--- src/hw/rtl/lrast_pkg.sv ---
`default_nettype none
// ----------------------------------------------------------------------------
// lrast_pkg
// Shared opcodes and controller-to-datapath command type for the line
// rasteriser.
// ----------------------------------------------------------------------------
package lrast_pkg;

   // Transaction opcodes on the request channel
   localparam logic OP_START = 1'b0;
   localparam logic OP_STEP  = 1'b1;

   // Commands from the controller to the datapath, at most one per cycle
   typedef struct packed {
      logic load;   // capture endpoints and colour of a start transaction
      logic setup;  // derive axes, lengths and first pixel
      logic emit;   // present current pixel and advance the walk
   } lrast_cmd_type;

endpackage : lrast_pkg
`default_nettype wire

--- src/hw/rtl/lrast_ctrl.sv ---
`default_nettype none
// ----------------------------------------------------------------------------
// lrast_ctrl
// Sequencer for the line rasteriser: accepts one request transaction, issues
// load and setup (start only) and emit, then holds the response until taken.
// ----------------------------------------------------------------------------
module lrast_ctrl
   import lrast_pkg::*;
(
   input  wire logic          clock,
   input  wire logic          reset,
   input  wire logic          req_valid,
   input  wire logic          req_opcode,
   output logic               req_stall,
   output logic               rsp_valid,
   input  wire logic          rsp_stall,
   output lrast_cmd_type      cmd
);

   localparam logic [1:0] ST_IDLE  = 2'd0;
   localparam logic [1:0] ST_SETUP = 2'd1;
   localparam logic [1:0] ST_EMIT  = 2'd2;
   localparam logic [1:0] ST_DONE  = 2'd3;

   logic [1:0] state_ff;
   logic [1:0] state_in;
   logic       req_take;

   assign req_stall = (state_ff != ST_IDLE);
   assign rsp_valid = (state_ff == ST_DONE);
   assign req_take  = req_valid && !req_stall;

   assign cmd.load  = req_take && (req_opcode == OP_START);
   assign cmd.setup = (state_ff == ST_SETUP);
   assign cmd.emit  = (state_ff == ST_EMIT);

   always_comb begin
      state_in = state_ff;
      unique case (state_ff)
         ST_IDLE: begin
            if (req_take) begin
               state_in = (req_opcode == OP_START) ? ST_SETUP : ST_EMIT;
            end
         end
         ST_SETUP: begin
            state_in = ST_EMIT;
         end
         ST_EMIT: begin
            state_in = ST_DONE;
         end
         ST_DONE: begin
            if (!rsp_stall) begin
               state_in = ST_IDLE;
            end
         end
         default: begin
            state_in = ST_IDLE;
         end
      endcase
   end

   always_ff @(posedge clock) begin
      if (reset) begin
         state_ff <= ST_IDLE;
      end else begin
         state_ff <= state_in;
      end
   end

   // A request is never taken while a response is pending
   a_no_take_while_pending: assert property (@(posedge clock) disable iff (reset)
      req_take |-> !rsp_valid)
      else $error("request taken while response pending");

   // A taken response is not presented again
   a_rsp_once: assert property (@(posedge clock) disable iff (reset)
      rsp_valid && !rsp_stall |=> !rsp_valid)
      else $error("response repeated");

   // Every emit produces a response in the next cycle
   a_emit_then_rsp: assert property (@(posedge clock) disable iff (reset)
      cmd.emit |=> rsp_valid)
      else $error("emit without response");

   a_cmd_onehot: assert property (@(posedge clock) disable iff (reset)
      $onehot0({cmd.load, cmd.setup, cmd.emit}))
      else $error("overlapping datapath commands");

endmodule : lrast_ctrl
`default_nettype wire

--- src/hw/rtl/lrast_datapath.sv ---
`default_nettype none
// ----------------------------------------------------------------------------
// lrast_datapath
// Endpoint capture, axis and length derivation, error accumulator walk and
// the response register of the line rasteriser.
// ----------------------------------------------------------------------------
module lrast_datapath
   import lrast_pkg::*;
#(
   parameter int COORD_BITS = 12
) (
   input  wire logic                         clock,
   input  wire logic                         reset,
   input  wire lrast_cmd_type                cmd,
   input  wire logic signed [COORD_BITS-1:0] req_x_start,
   input  wire logic signed [COORD_BITS-1:0] req_y_start,
   input  wire logic signed [COORD_BITS-1:0] req_x_end,
   input  wire logic signed [COORD_BITS-1:0] req_y_end,
   input  wire logic        [31:0]           req_line_color,
   output logic                              rsp_pixel_valid,
   output logic signed      [COORD_BITS-1:0] rsp_pixel_x,
   output logic signed      [COORD_BITS-1:0] rsp_pixel_y,
   output logic             [31:0]           rsp_pixel_color,
   output logic                              rsp_last_pixel
);

   localparam int CB = COORD_BITS;

   // Captured endpoints
   logic signed [CB-1:0] x0_ff, y0_ff, x1_ff, y1_ff;
   logic        [31:0]   held_color_ff;

   // Walk state
   logic signed [CB-1:0] cur_x_ff, cur_y_ff, major_end_ff;
   logic        [CB-1:0] err_ff, major_len_ff, minor_len_ff;
   logic                 minor_down_ff, y_major_ff, drawing_ff;

   // Response register
   logic                 pix_valid_ff, pix_last_ff;
   logic signed [CB-1:0] pix_x_ff, pix_y_ff;
   logic        [31:0]   pix_color_ff;

   // Setup terms
   logic signed [CB:0]   dx_w, dy_w, dx_neg, dy_neg;
   logic        [CB-1:0] adx, ady;
   logic                 y_major, swap, minor_down;
   logic signed [CB-1:0] sx0, sy0, sx1, sy1;

   // Walk terms
   logic signed [CB-1:0] major_now;
   logic                 last;
   logic        [CB:0]   acc, acc_sub;
   logic                 wrap;
   logic        [CB-1:0] err_next;

   always_comb begin
      dx_w   = {x1_ff[CB-1], x1_ff} - {x0_ff[CB-1], x0_ff};
      dy_w   = {y1_ff[CB-1], y1_ff} - {y0_ff[CB-1], y0_ff};
      dx_neg = -dx_w;
      dy_neg = -dy_w;
      adx    = dx_w[CB] ? dx_neg[CB-1:0] : dx_w[CB-1:0];
      ady    = dy_w[CB] ? dy_neg[CB-1:0] : dy_w[CB-1:0];
      y_major = (ady > adx);
      swap    = y_major ? (y0_ff > y1_ff) : (x0_ff > x1_ff);
      sx0 = swap ? x1_ff : x0_ff;
      sy0 = swap ? y1_ff : y0_ff;
      sx1 = swap ? x0_ff : x1_ff;
      sy1 = swap ? y0_ff : y1_ff;
      minor_down = y_major ? (sx1 < sx0) : (sy1 < sy0);
   end

   always_comb begin
      major_now = y_major_ff ? cur_y_ff : cur_x_ff;
      last      = (major_now == major_end_ff);
      acc       = {1'b0, err_ff} + {1'b0, minor_len_ff};
      wrap      = (acc >= {1'b0, major_len_ff});
      acc_sub   = acc - {1'b0, major_len_ff};
      err_next  = wrap ? acc_sub[CB-1:0] : acc[CB-1:0];
   end

   always_ff @(posedge clock) begin
      if (cmd.load) begin
         x0_ff         <= req_x_start;
         y0_ff         <= req_y_start;
         x1_ff         <= req_x_end;
         y1_ff         <= req_y_end;
         held_color_ff <= req_line_color;
      end
   end

   always_ff @(posedge clock) begin
      if (reset) begin
         drawing_ff <= 1'b0;
      end else if (cmd.setup) begin
         drawing_ff <= 1'b1;
      end else if (cmd.emit && drawing_ff && last) begin
         drawing_ff <= 1'b0;
      end
   end

   always_ff @(posedge clock) begin
      if (cmd.setup) begin
         cur_x_ff      <= sx0;
         cur_y_ff      <= sy0;
         major_end_ff  <= y_major ? sy1 : sx1;
         major_len_ff  <= y_major ? ady : adx;
         minor_len_ff  <= y_major ? adx : ady;
         minor_down_ff <= minor_down;
         y_major_ff    <= y_major;
         err_ff        <= '0;
      end else if (cmd.emit && drawing_ff && !last) begin
         err_ff <= err_next;
         if (y_major_ff) begin
            cur_y_ff <= cur_y_ff + CB'(1);
            if (wrap) begin
               cur_x_ff <= minor_down_ff ? cur_x_ff - CB'(1) : cur_x_ff + CB'(1);
            end
         end else begin
            cur_x_ff <= cur_x_ff + CB'(1);
            if (wrap) begin
               cur_y_ff <= minor_down_ff ? cur_y_ff - CB'(1) : cur_y_ff + CB'(1);
            end
         end
      end
   end

   always_ff @(posedge clock) begin
      if (cmd.emit) begin
         if (drawing_ff) begin
            pix_valid_ff <= 1'b1;
            pix_x_ff     <= cur_x_ff;
            pix_y_ff     <= cur_y_ff;
            pix_color_ff <= held_color_ff;
            pix_last_ff  <= last;
         end else begin
            pix_valid_ff <= 1'b0;
            pix_x_ff     <= '0;
            pix_y_ff     <= '0;
            pix_color_ff <= '0;
            pix_last_ff  <= 1'b0;
         end
      end
   end

   assign rsp_pixel_valid = pix_valid_ff;
   assign rsp_pixel_x     = pix_x_ff;
   assign rsp_pixel_y     = pix_y_ff;
   assign rsp_pixel_color = pix_color_ff;
   assign rsp_last_pixel  = pix_last_ff;

   // Accumulator stays below the major length while a line is walked
   a_err_bound: assert property (@(posedge clock) disable iff (reset)
      drawing_ff && (major_len_ff != '0) |-> err_ff < major_len_ff)
      else $error("error accumulator out of range");

   // The final pixel ends the line
   a_last_stops: assert property (@(posedge clock) disable iff (reset)
      cmd.emit && drawing_ff && last |=> !drawing_ff && pix_last_ff)
      else $error("line did not end on last pixel");

   // An idle step yields no pixel
   a_idle_step: assert property (@(posedge clock) disable iff (reset)
      cmd.emit && !drawing_ff |=> !pix_valid_ff && !pix_last_ff)
      else $error("pixel emitted while idle");

endmodule : lrast_datapath
`default_nettype wire

--- src/hw/rtl/line_rasterizer.sv ---
`default_nettype none
// ----------------------------------------------------------------------------
// line_rasterizer
// Error accumulator line walker: one pixel response per request transaction.
// ----------------------------------------------------------------------------
// Send a start transaction (opcode 0) carrying both endpoints and a colour;
// its response is the first pixel of the line. Each step transaction
// (opcode 1) then returns the next pixel, with last_pixel set on the final
// one, after which the block is idle and a step returns pixel_valid low with
// all other fields zero. The major axis is the one with the longer extent
// (x on a tie) and the walk always counts upward along it, so an x-major line
// given right to left comes out from its left end. A start transaction abandons
// any line in progress. One transaction is in flight at a time: a step goes
// through accept, emit into the response register and hand-over before the
// next is accepted, and a start adds a setup state that forms the absolute
// extents, picks the major axis and orders the endpoints. A stalled response
// holds the request channel stalled as well.
// ----------------------------------------------------------------------------
module line_rasterizer
   import lrast_pkg::*;
#(
   parameter int COORD_BITS = 12
) (
   input  wire logic                         clock,
   input  wire logic                         reset,
   // request channel
   input  wire logic                         req_valid,
   output logic                              req_stall,
   input  wire logic                         req_opcode,
   input  wire logic signed [COORD_BITS-1:0] req_x_start,
   input  wire logic signed [COORD_BITS-1:0] req_y_start,
   input  wire logic signed [COORD_BITS-1:0] req_x_end,
   input  wire logic signed [COORD_BITS-1:0] req_y_end,
   input  wire logic        [31:0]           req_line_color,
   // response channel
   output logic                              rsp_valid,
   input  wire logic                         rsp_stall,
   output logic                              rsp_pixel_valid,
   output logic signed      [COORD_BITS-1:0] rsp_pixel_x,
   output logic signed      [COORD_BITS-1:0] rsp_pixel_y,
   output logic             [31:0]           rsp_pixel_color,
   output logic                              rsp_last_pixel
);

   // Commands from the sequencer to the datapath
   lrast_cmd_type cmd;

   // Sequencer: accept, optional setup, emit, hold the response
   lrast_ctrl u_ctrl (
      .clock      (clock),
      .reset      (reset),
      .req_valid  (req_valid),
      .req_opcode (req_opcode),
      .req_stall  (req_stall),
      .rsp_valid  (rsp_valid),
      .rsp_stall  (rsp_stall),
      .cmd        (cmd)
   );

   // Datapath: endpoint capture, walk state and response register
   lrast_datapath #(
      .COORD_BITS (COORD_BITS)
   ) u_datapath (
      .clock           (clock),
      .reset           (reset),
      .cmd             (cmd),
      .req_x_start     (req_x_start),
      .req_y_start     (req_y_start),
      .req_x_end       (req_x_end),
      .req_y_end       (req_y_end),
      .req_line_color  (req_line_color),
      .rsp_pixel_valid (rsp_pixel_valid),
      .rsp_pixel_x     (rsp_pixel_x),
      .rsp_pixel_y     (rsp_pixel_y),
      .rsp_pixel_color (rsp_pixel_color),
      .rsp_last_pixel  (rsp_last_pixel)
   );

   // The final pixel of a line always carries a valid pixel
   a_last_is_pixel: assert property (@(posedge clock) disable iff (reset)
      rsp_valid && rsp_last_pixel |-> rsp_pixel_valid)
      else $error("last pixel flagged without a pixel");

   // Response payload holds while stalled
   a_rsp_hold: assert property (@(posedge clock) disable iff (reset)
      $past(rsp_valid && rsp_stall) && !$past(reset) |->
         rsp_valid && $stable(rsp_pixel_x) && $stable(rsp_pixel_y))
      else $error("stalled response changed");

   // No request is taken in the cycle a response is presented
   a_req_blocked: assert property (@(posedge clock) disable iff (reset)
      rsp_valid |-> req_stall)
      else $error("request channel open during response");

endmodule : line_rasterizer
`default_nettype wire
--- config.mk ---
export PLATFORM = sky130hd
export DESIGN_NAME = line_rasterizer
export DESIGN_NICKNAME = d
export VERILOG_FILES = /design/src/hw/rtl/lrast_pkg.sv /design/src/hw/rtl/lrast_ctrl.sv /design/src/hw/rtl/lrast_datapath.sv /design/src/hw/rtl/line_rasterizer.sv
export SDC_FILE = /design/constraint.sdc
export NUM_CORES = 1
export LEC_CHECK = 0
export BUFFER_PORTS_ARGS = -buffer_cell sky130_fd_sc_hd__buf_2
export CORE_UTILIZATION = 30
export CTS_BUF_LIST = sky130_fd_sc_hd__clkbuf_2
export DETAILED_ROUTE_END_ITERATION = 10
export GPL_ROUTABILITY_DRIVEN = 0
export PLACE_DENSITY_LB_ADDON = 0.25
export SLEW_MARGIN = 20
export SYNTH_ARGS = -nofsm -noshare
export SYNTH_HDL_FRONTEND = slang
export SYNTH_SLANG_ARGS = --single-unit
--- constraint.sdc ---
create_clock -name clock -period 7.2 [get_ports clock]
set_input_delay 0.72 -clock clock [delete_from_list [all_inputs] [get_ports clock]]
set_output_delay 0.72 -clock clock [all_outputs]
set_load 0.02 [all_outputs]
== Word-level counts from Yosys, hierarchy flattened ==
Index checks and enable logic that the tools add are counted.

* Bits in registers: 215
* Word-level logic and storage cells: 89
* Bits of input ports: 85
* Output and inout bits: 60

* Equality and inequality tests: 7
* Bitwise operators: 1
* Multiplexer cells: 30
* Reductions and logical operators: 15
* Order comparisons: 6
* $add $sub $neg: 10

{| class="wikitable"
|+ Operator list
! operator !! number
|-
| 12-bit 2-to-1 mux || 21
|-
| 12-bit greater-than comparator || 3
|-
| 12-bit by 12-bit subtractor with 13-bit output || 2
|-
| 12-bit by 2-bit adder with 12-bit output (second input constant) || 2
|-
| 12-bit < comparator || 2
|-
| 12-bit negator || 2
|-
| 12-bit by 2-bit subtractor with 12-bit output (second input constant) || 2
|-
| 12-bit by 12-bit adder with 13-bit output || 1
|-
| 13-bit by 12-bit >= comparator with 1-bit output || 1
|-
| 12-bit == test || 1
|-
| 12-bit subtractor || 1
|-
| 2-bit one-hot mux with 4 select lines || 1
|-
| 2-bit 2-to-1 mux || 3
|-
| 2-bit AND reduction || 3
|-
| 2-bit nonzero test || 3
|-
| 1-bit logical AND || 5
|-
| 1-bit 2-to-1 mux || 5
|-
| 2-bit == test (second input constant) || 2
|-
| 3-bit != test (second input constant) || 1
|-
| 3-bit nonzero test || 1
|-
| 2-bit by 1-bit == test with 1-bit output (second input constant) || 1
|-
| 1-bit logical NOT || 2
|-
| 2-bit logical NOT || 1
|-
| 2-bit by 1-bit != test with 1-bit output (second input constant) || 1
|-
| other kinds (2) || 2
|}

== Logic depth before layout (Yosys ltp) ==
* Depth in word-level cells: 8
* Depth in mapped cells: 28
* Gate-level depth less buffers: 26

== Hierarchy ==
From an unflattened synthesis, not the netlist that was laid out.

* Cells, all modules: 1154
* Area total of the unflattened synthesis: 12705.9 sq um

{| class="wikitable"
|+ By module, submodules not included
! module !! cells an instance !! times used !! area each (sq um) !! sequential area each (sq um)
|-
| lrast_datapath || 1134 || 1 || 12520.8 || 6266.0
|-
| lrast_ctrl || 20 || 1 || 185.2 || 40.0
|}

== Worst setup path before layout ==
OpenSTA, ideal clock, no wires.

* Path kind: register -> register
* Start point: register u_datapath.y0_ff[0]
* End point: register u_datapath.minor_down_ff (data pin)
* Cell stages (with the launch flop): 26
* Arrival time: 5.657 ns
* Data required time: 6.938 ns
* Buffers on the path: 2
* Clock period less this slack: 5.919 ns
* Path slack: 1.281 ns
* Setup time: 0.262 ns
* Cell sequence: edfxtp_1 -> ha_1 -> fa_1 -> xor2_1 -> nand3_1 -> nor3_1 -> nor3b_2 -> or3b_1 -> or4_4 -> mux2i_1 -> xnor2_1 -> inv_1 -> ha_1 -> and3_1 -> nand4_1 -> a21oi_1 -> a2111o_1 -> o21ai_2 -> mux2_2 -> buf_2 -> buf_2 -> nand4_1 -> o21ai_0 -> nor4_1 -> mux2i_1 -> o31ai_1

* Word-level cells in the longest chain between the ends: 8
* Elaborated cells on any way between the ends: 13
* Classes of those cells: add/sub (2); order compare (4); mux (7)

{| class="wikitable"
|+ RTL lines
! element !! line !! RTL
|-
| start: declaration || lrast_datapath.sv:30 || <nowiki>logic signed [CB-1:0] x0_ff, y0_ff, x1_ff, y1_ff;</nowiki>
|-
| start signal: assignment || lrast_datapath.sv:84 || <nowiki>y0_ff <= req_y_start;</nowiki>
|-
| 12-bit by 12-bit subtractor with 13-bit output || lrast_datapath.sv:58 || <nowiki>dy_w = {y1_ff[CB-1], y1_ff} - {y0_ff[CB-1], y0_ff};</nowiki>
|-
| 12-bit negator || lrast_datapath.sv:60 || <nowiki>dy_neg = -dy_w;</nowiki>
|-
| 12-bit 2-to-1 mux || lrast_datapath.sv:62 || <nowiki>ady = dy_w[CB] ? dy_neg[CB-1:0] : dy_w[CB-1:0];</nowiki>
|-
| 12-bit greater-than comparator || lrast_datapath.sv:63 || <nowiki>y_major = (ady > adx);</nowiki>
|-
| 1-bit 2-to-1 mux || lrast_datapath.sv:64 || <nowiki>swap = y_major ? (y0_ff > y1_ff) : (x0_ff > x1_ff);</nowiki>
|-
| 12-bit 2-to-1 mux (on tied branches) || n/a ||
|-
| 12-bit < comparator || lrast_datapath.sv:69 || <nowiki>minor_down = y_major ? (sx1 < sx0) : (sy1 < sy0);</nowiki>
|-
| 1-bit 2-to-1 mux * || lrast_datapath.sv:69 ||
|-
| net u_datapath.minor_down || lrast_datapath.sv:46 || <nowiki>logic y_major, swap, minor_down;</nowiki>
|-
| end signal: assignment || lrast_datapath.sv:108 || <nowiki>minor_down_ff <= minor_down;</nowiki>
|-
| end: declaration || lrast_datapath.sv:36 || <nowiki>logic minor_down_ff, y_major_ff, drawing_ff;</nowiki>
|}

The timed path passes the listed nets; every way through them passes the cells marked *.
A chain may end at the register's enable or synchronous reset.

== Worst setup path in the final report ==
Ends and elaborated chain as after synthesis.

==> results.txt <==
- The flow ran to the end, and the final reports show no timing, DRC or antenna violations.
* Post-synthesis average cell area: 10.7 um^2
* Number of distinct standard cells referenced by the synthesized netlist: 71
- Walking the worst path, the cells encountered are ha_1 -> fa_1 -> xor2_1 -> nand3_1 -> nor3_1 -> nor3b_2 -> or3b_1 -> or4_4 -> mux2i_1 -> xnor2_1 -> inv_1 -> ha_1 -> and3_1 -> nand4_1 -> a21oi_1 -> a2111o_1 -> o21ai_4 -> mux2_4 -> buf_12 -> and3_1 -> o211ai_1 -> nand4_1 -> a31o_2 -> o31ai_1.
* Internal power component: 0.00367 W
- Max-cap violations in this run came to 0.
- Of the synthesized area, sequential elements account for 49.6%.
- Root Buffer: sky130_fd_sc_hd__clkbuf_2
* Clk pwr share: 13.1%
* Horiz. Die Dim: 208 um
- Relative contribution of combinational cells to total power: 55.6%
* Number of core rows: 75
- Initial DRT Pass Iterations: 5
* Wire length of the first global-routing pass: 52.2 mm
- Standard cell core area: 41900 um^2
- For the pin with the worst max-slew slack, the measured transition is 0.889 ns.
* Number of buffers on the longest clock path: 3
- Level count of the clock H-tree: 2
* I/O Pins: 145
* Number of antenna violations at the first check in global routing: 2
- Final worst clock skew: 0.115 ns
* Routed Wire Length: 33.4 mm
* Clk pin slew, worst setup/hold paths: 0.10 ns
* Sequential share of power: 31.4%
- Relative to the synthesized area, the layout overhead comes to 21.2%.
* Setup-violating endpoint count in the final report: 0
- Static timing analysis puts the maximum clock frequency at 0.153 GHz.
* Starting Density: 30.4%
- For this run, the total global-route usage over all layers was measured as 15.4%.
- Post-synthesis compound-gate area fraction: 12.0%
* Final critical-path share of the clock period: 90.8%
- Switching power: 0.00291 W
- Counting flops and latches in the post-synthesis netlist gives 215.
- Relative slew slack: 40.7%
* Time the final worst path needs with I/O delays and setup: 6.54 ns
* Total negative slack: 0 ns
- Cell area after synthesis: 12700 um^2
- Post-route DRC: 0
* WP buf/inv: 2
- Synthesized net count: 1352
- Element type at the critical path end: flop
- Summed over all nets, the half-perimeter wirelength after detailed placement is 24.0 mm.
- The via count of the first global-routing pass came to 9639.
- Remaining global-route overflow: 0
- Clock tree from TritonCTS: yes
- DR vias: 9914
- Vertical die dimension: 208 um
* Die Footprint: 43200 um^2
* Post-CTS Setup Inserts: 0
- Number of DRC markers after the initial detailed-route iteration: 525
- Number of nets in the layout: 1609
- CP Launch Type: flop
- Power Total: 0.00658 W
- Of all flip-flops after synthesis, the portion carrying an async set or reset was 0%.
- Port-buffer cells: 144
* Xor and xnor area share after synthesis: 6.05%
* Largest vdd supply drop: 189 uV
- Power density over the cells: 427 nW/um^2
* Share of synthesized cell area in full adder, half adder and majority cells: 7.81%
- In the final routed layout, each cell accounts on average for 16.4 um.
- The slowest stage of the critical path is the sky130_fd_sc_hd__or4_4 cell.
- At the worst endpoint, the required time is 7.97 ns.
- The library cells used most frequently in the layout, excluding fill and tap cells, are sky130_fd_sc_hd__edfxtp_1, sky130_fd_sc_hd__buf_2, sky130_fd_sc_hd__a21oi_1.
- Setup repair after global routing left no endpoint under its margin.
- Leaving out fill and tap cells, the most frequent cell in the layout is sky130_fd_sc_hd__edfxtp_1.
- The number of max-slew violations in the final report came to 0.
- Net switching is 44.2% of the power.
* Maximum number of pins on one net before global-route repair: 67
* Static power due to leakage: 6.36 nW
- Hold_buf cts: 84
- Count of mapped cells out of synthesis: 1190
* Count of flip-flops with a built-in enable after synthesis: 200
* Yosys warning count: 0
- Multiplexer fraction of the synthesized cell area: 5.52%
* Synth Area in Simple Gates: 15.0%
- The tightest min-delay check is of the primary input to flop type.
* Total count of hold-check failures in the final report: 0
- The worst setup path is of the flop to flop kind.
* Cell class contributing the biggest share of worst-path delay: simple AND/OR/NAND/NOR gates
* Largest fanout of any net on the critical path: 46
- The count of nets left with antenna violations once routing finished came out at 0.
- Vias per Instance: 4.88
- By area, the combinational part of the netlist is dominated by simple AND/OR/NAND/NOR gates.
* Layout cells sized above 1: 18.7%
- The clock drives 215 sinks.
- Post-CTS repair changed the size of 0 cells.
* Crit-path max cell delay: 0.49 ns
- TritonCTS created 59 clock buffers.
- At the later pin of the worst-skew pair, clock insertion delay measures 1.02 ns.
* Crit path arrival time: 7.30 ns
- Prevailing post-synth register cell: sky130_fd_sc_hd__edfxtp_1
==> final cells by class <==
class                      instances  area (um^2)
fill                            4212        26400
inverter                          81          305
antenna                            4         10.0
tap                              539          674
multi-input combinational        849         5940
timing repair buffer             241         1670
clock buffer                      85          425
clock inverter                    19         87.6
sequential                       215         6310
==> cell usage after synthesis (14+ instances only) <==
cell / instances / share of area (%)
sky130_fd_sc_hd__and2_1: 59 / 2.9
sky130_fd_sc_hd__dfxtp_1: 15 / 2.4
sky130_fd_sc_hd__inv_1: 80 / 2.4
sky130_fd_sc_hd__o21ai_0: 45 / 1.8
sky130_fd_sc_hd__nand4_1: 21 / 1.0
sky130_fd_sc_hd__a21o_1: 16 / 0.94
sky130_fd_sc_hd__nor3_1: 28 / 1.1
sky130_fd_sc_hd__nand3_1: 20 / 0.79
sky130_fd_sc_hd__xnor2_1: 60 / 4.1
sky130_fd_sc_hd__ha_1: 73 / 7.2
sky130_fd_sc_hd__xor2_1: 26 / 1.8
sky130_fd_sc_hd__nand2b_1: 14 / 0.69
sky130_fd_sc_hd__a21oi_1: 93 / 3.7
sky130_fd_sc_hd__mux2i_1: 60 / 4.7
sky130_fd_sc_hd__and3_1: 15 / 0.74
sky130_fd_sc_hd__edfxtp_1: 200 / 47
sky130_fd_sc_hd__clkbuf_1: 26 / 0.77
sky130_fd_sc_hd__nand2_1: 69 / 2.0
sky130_fd_sc_hd__nor2_1: 86 / 2.5
sky130_fd_sc_hd__a211oi_1: 19 / 1.1
sky130_fd_sc_hd__buf_2: 15 / 0.59
==> stage by stage <==
step | worst slack, ns | area [um^2] | util [%] | cells | hold WS [ns]
floorplan | 1.28 | 12700 | - | 1190 | 0.429
global placement | 0.763 | 14100 | 33.6 | 1841 | 0.453
detailed placement | 0.626 | 14100 | 33.6 | 1841 | 0.460
CTS | 0.623 | 15400 | 36.8 | 2029 | 0.189
global route | 0.125 | 15400 | 36.8 | 2033 | 0.161
finish | 0.663 | 15400 | 36.8 | 2033 | 0.312
==> path summary, 6_finish.rpt <==
kind         cells past startpoint                         startpoint  slack (ns)                            endpoint
min                              2                          req_valid        0.31       u_datapath.x1_ff[7]$_DFFE_PP_
max                             24      u_datapath.y0_ff[0]$_DFFE_PP_        0.66  u_datapath.minor_down_ff$_DFFE_PP_
max reg2reg                     24      u_datapath.y0_ff[0]$_DFFE_PP_        0.66  u_datapath.minor_down_ff$_DFFE_PP_
min reg2reg                      2  u_datapath.err_ff[3]$_SDFFE_PP0P_        0.48   u_datapath.err_ff[3]$_SDFFE_PP0P_
==> per-layer routing <==
metal	track usage (%)	up-vias	wire length, um
met5	0	-	0
met4	4.62	0	620
met3	3.20	50	1790
met2	24.9	263	15500
met1	20.6	4702	15500
li1	-	4899	-
==> cells by family (layout without fill, tap and decap cells) <==
group / after synthesis / after routing
xor gates and xnor gates: 87 / 87
muxes: 69 / 69
DFF: 215 / 215
other: 0 / 4
AOI/OAI and AO/OA: 247 / 247
and+or+nand+nor: 369 / 369
adders and majority gates: 77 / 77
buffers and inverters: 126 / 426
==> power by group through the flow <==
stage	Sequential, W	Clock, W	Combinational, W
2_1_floorplan	0.00208	0	0.00269
3_3_place_gp	0.00208	0	0.00359
6_report	0.00206	0.000859	0.00366
3_5_place_dp	0.00209	0	0.00364
5_1_grt	0.00210	0.000970	0.00407
4_1_cts	0.00206	0.000908	0.00369
Note: power is estimated with default switching activity, not from simulation.
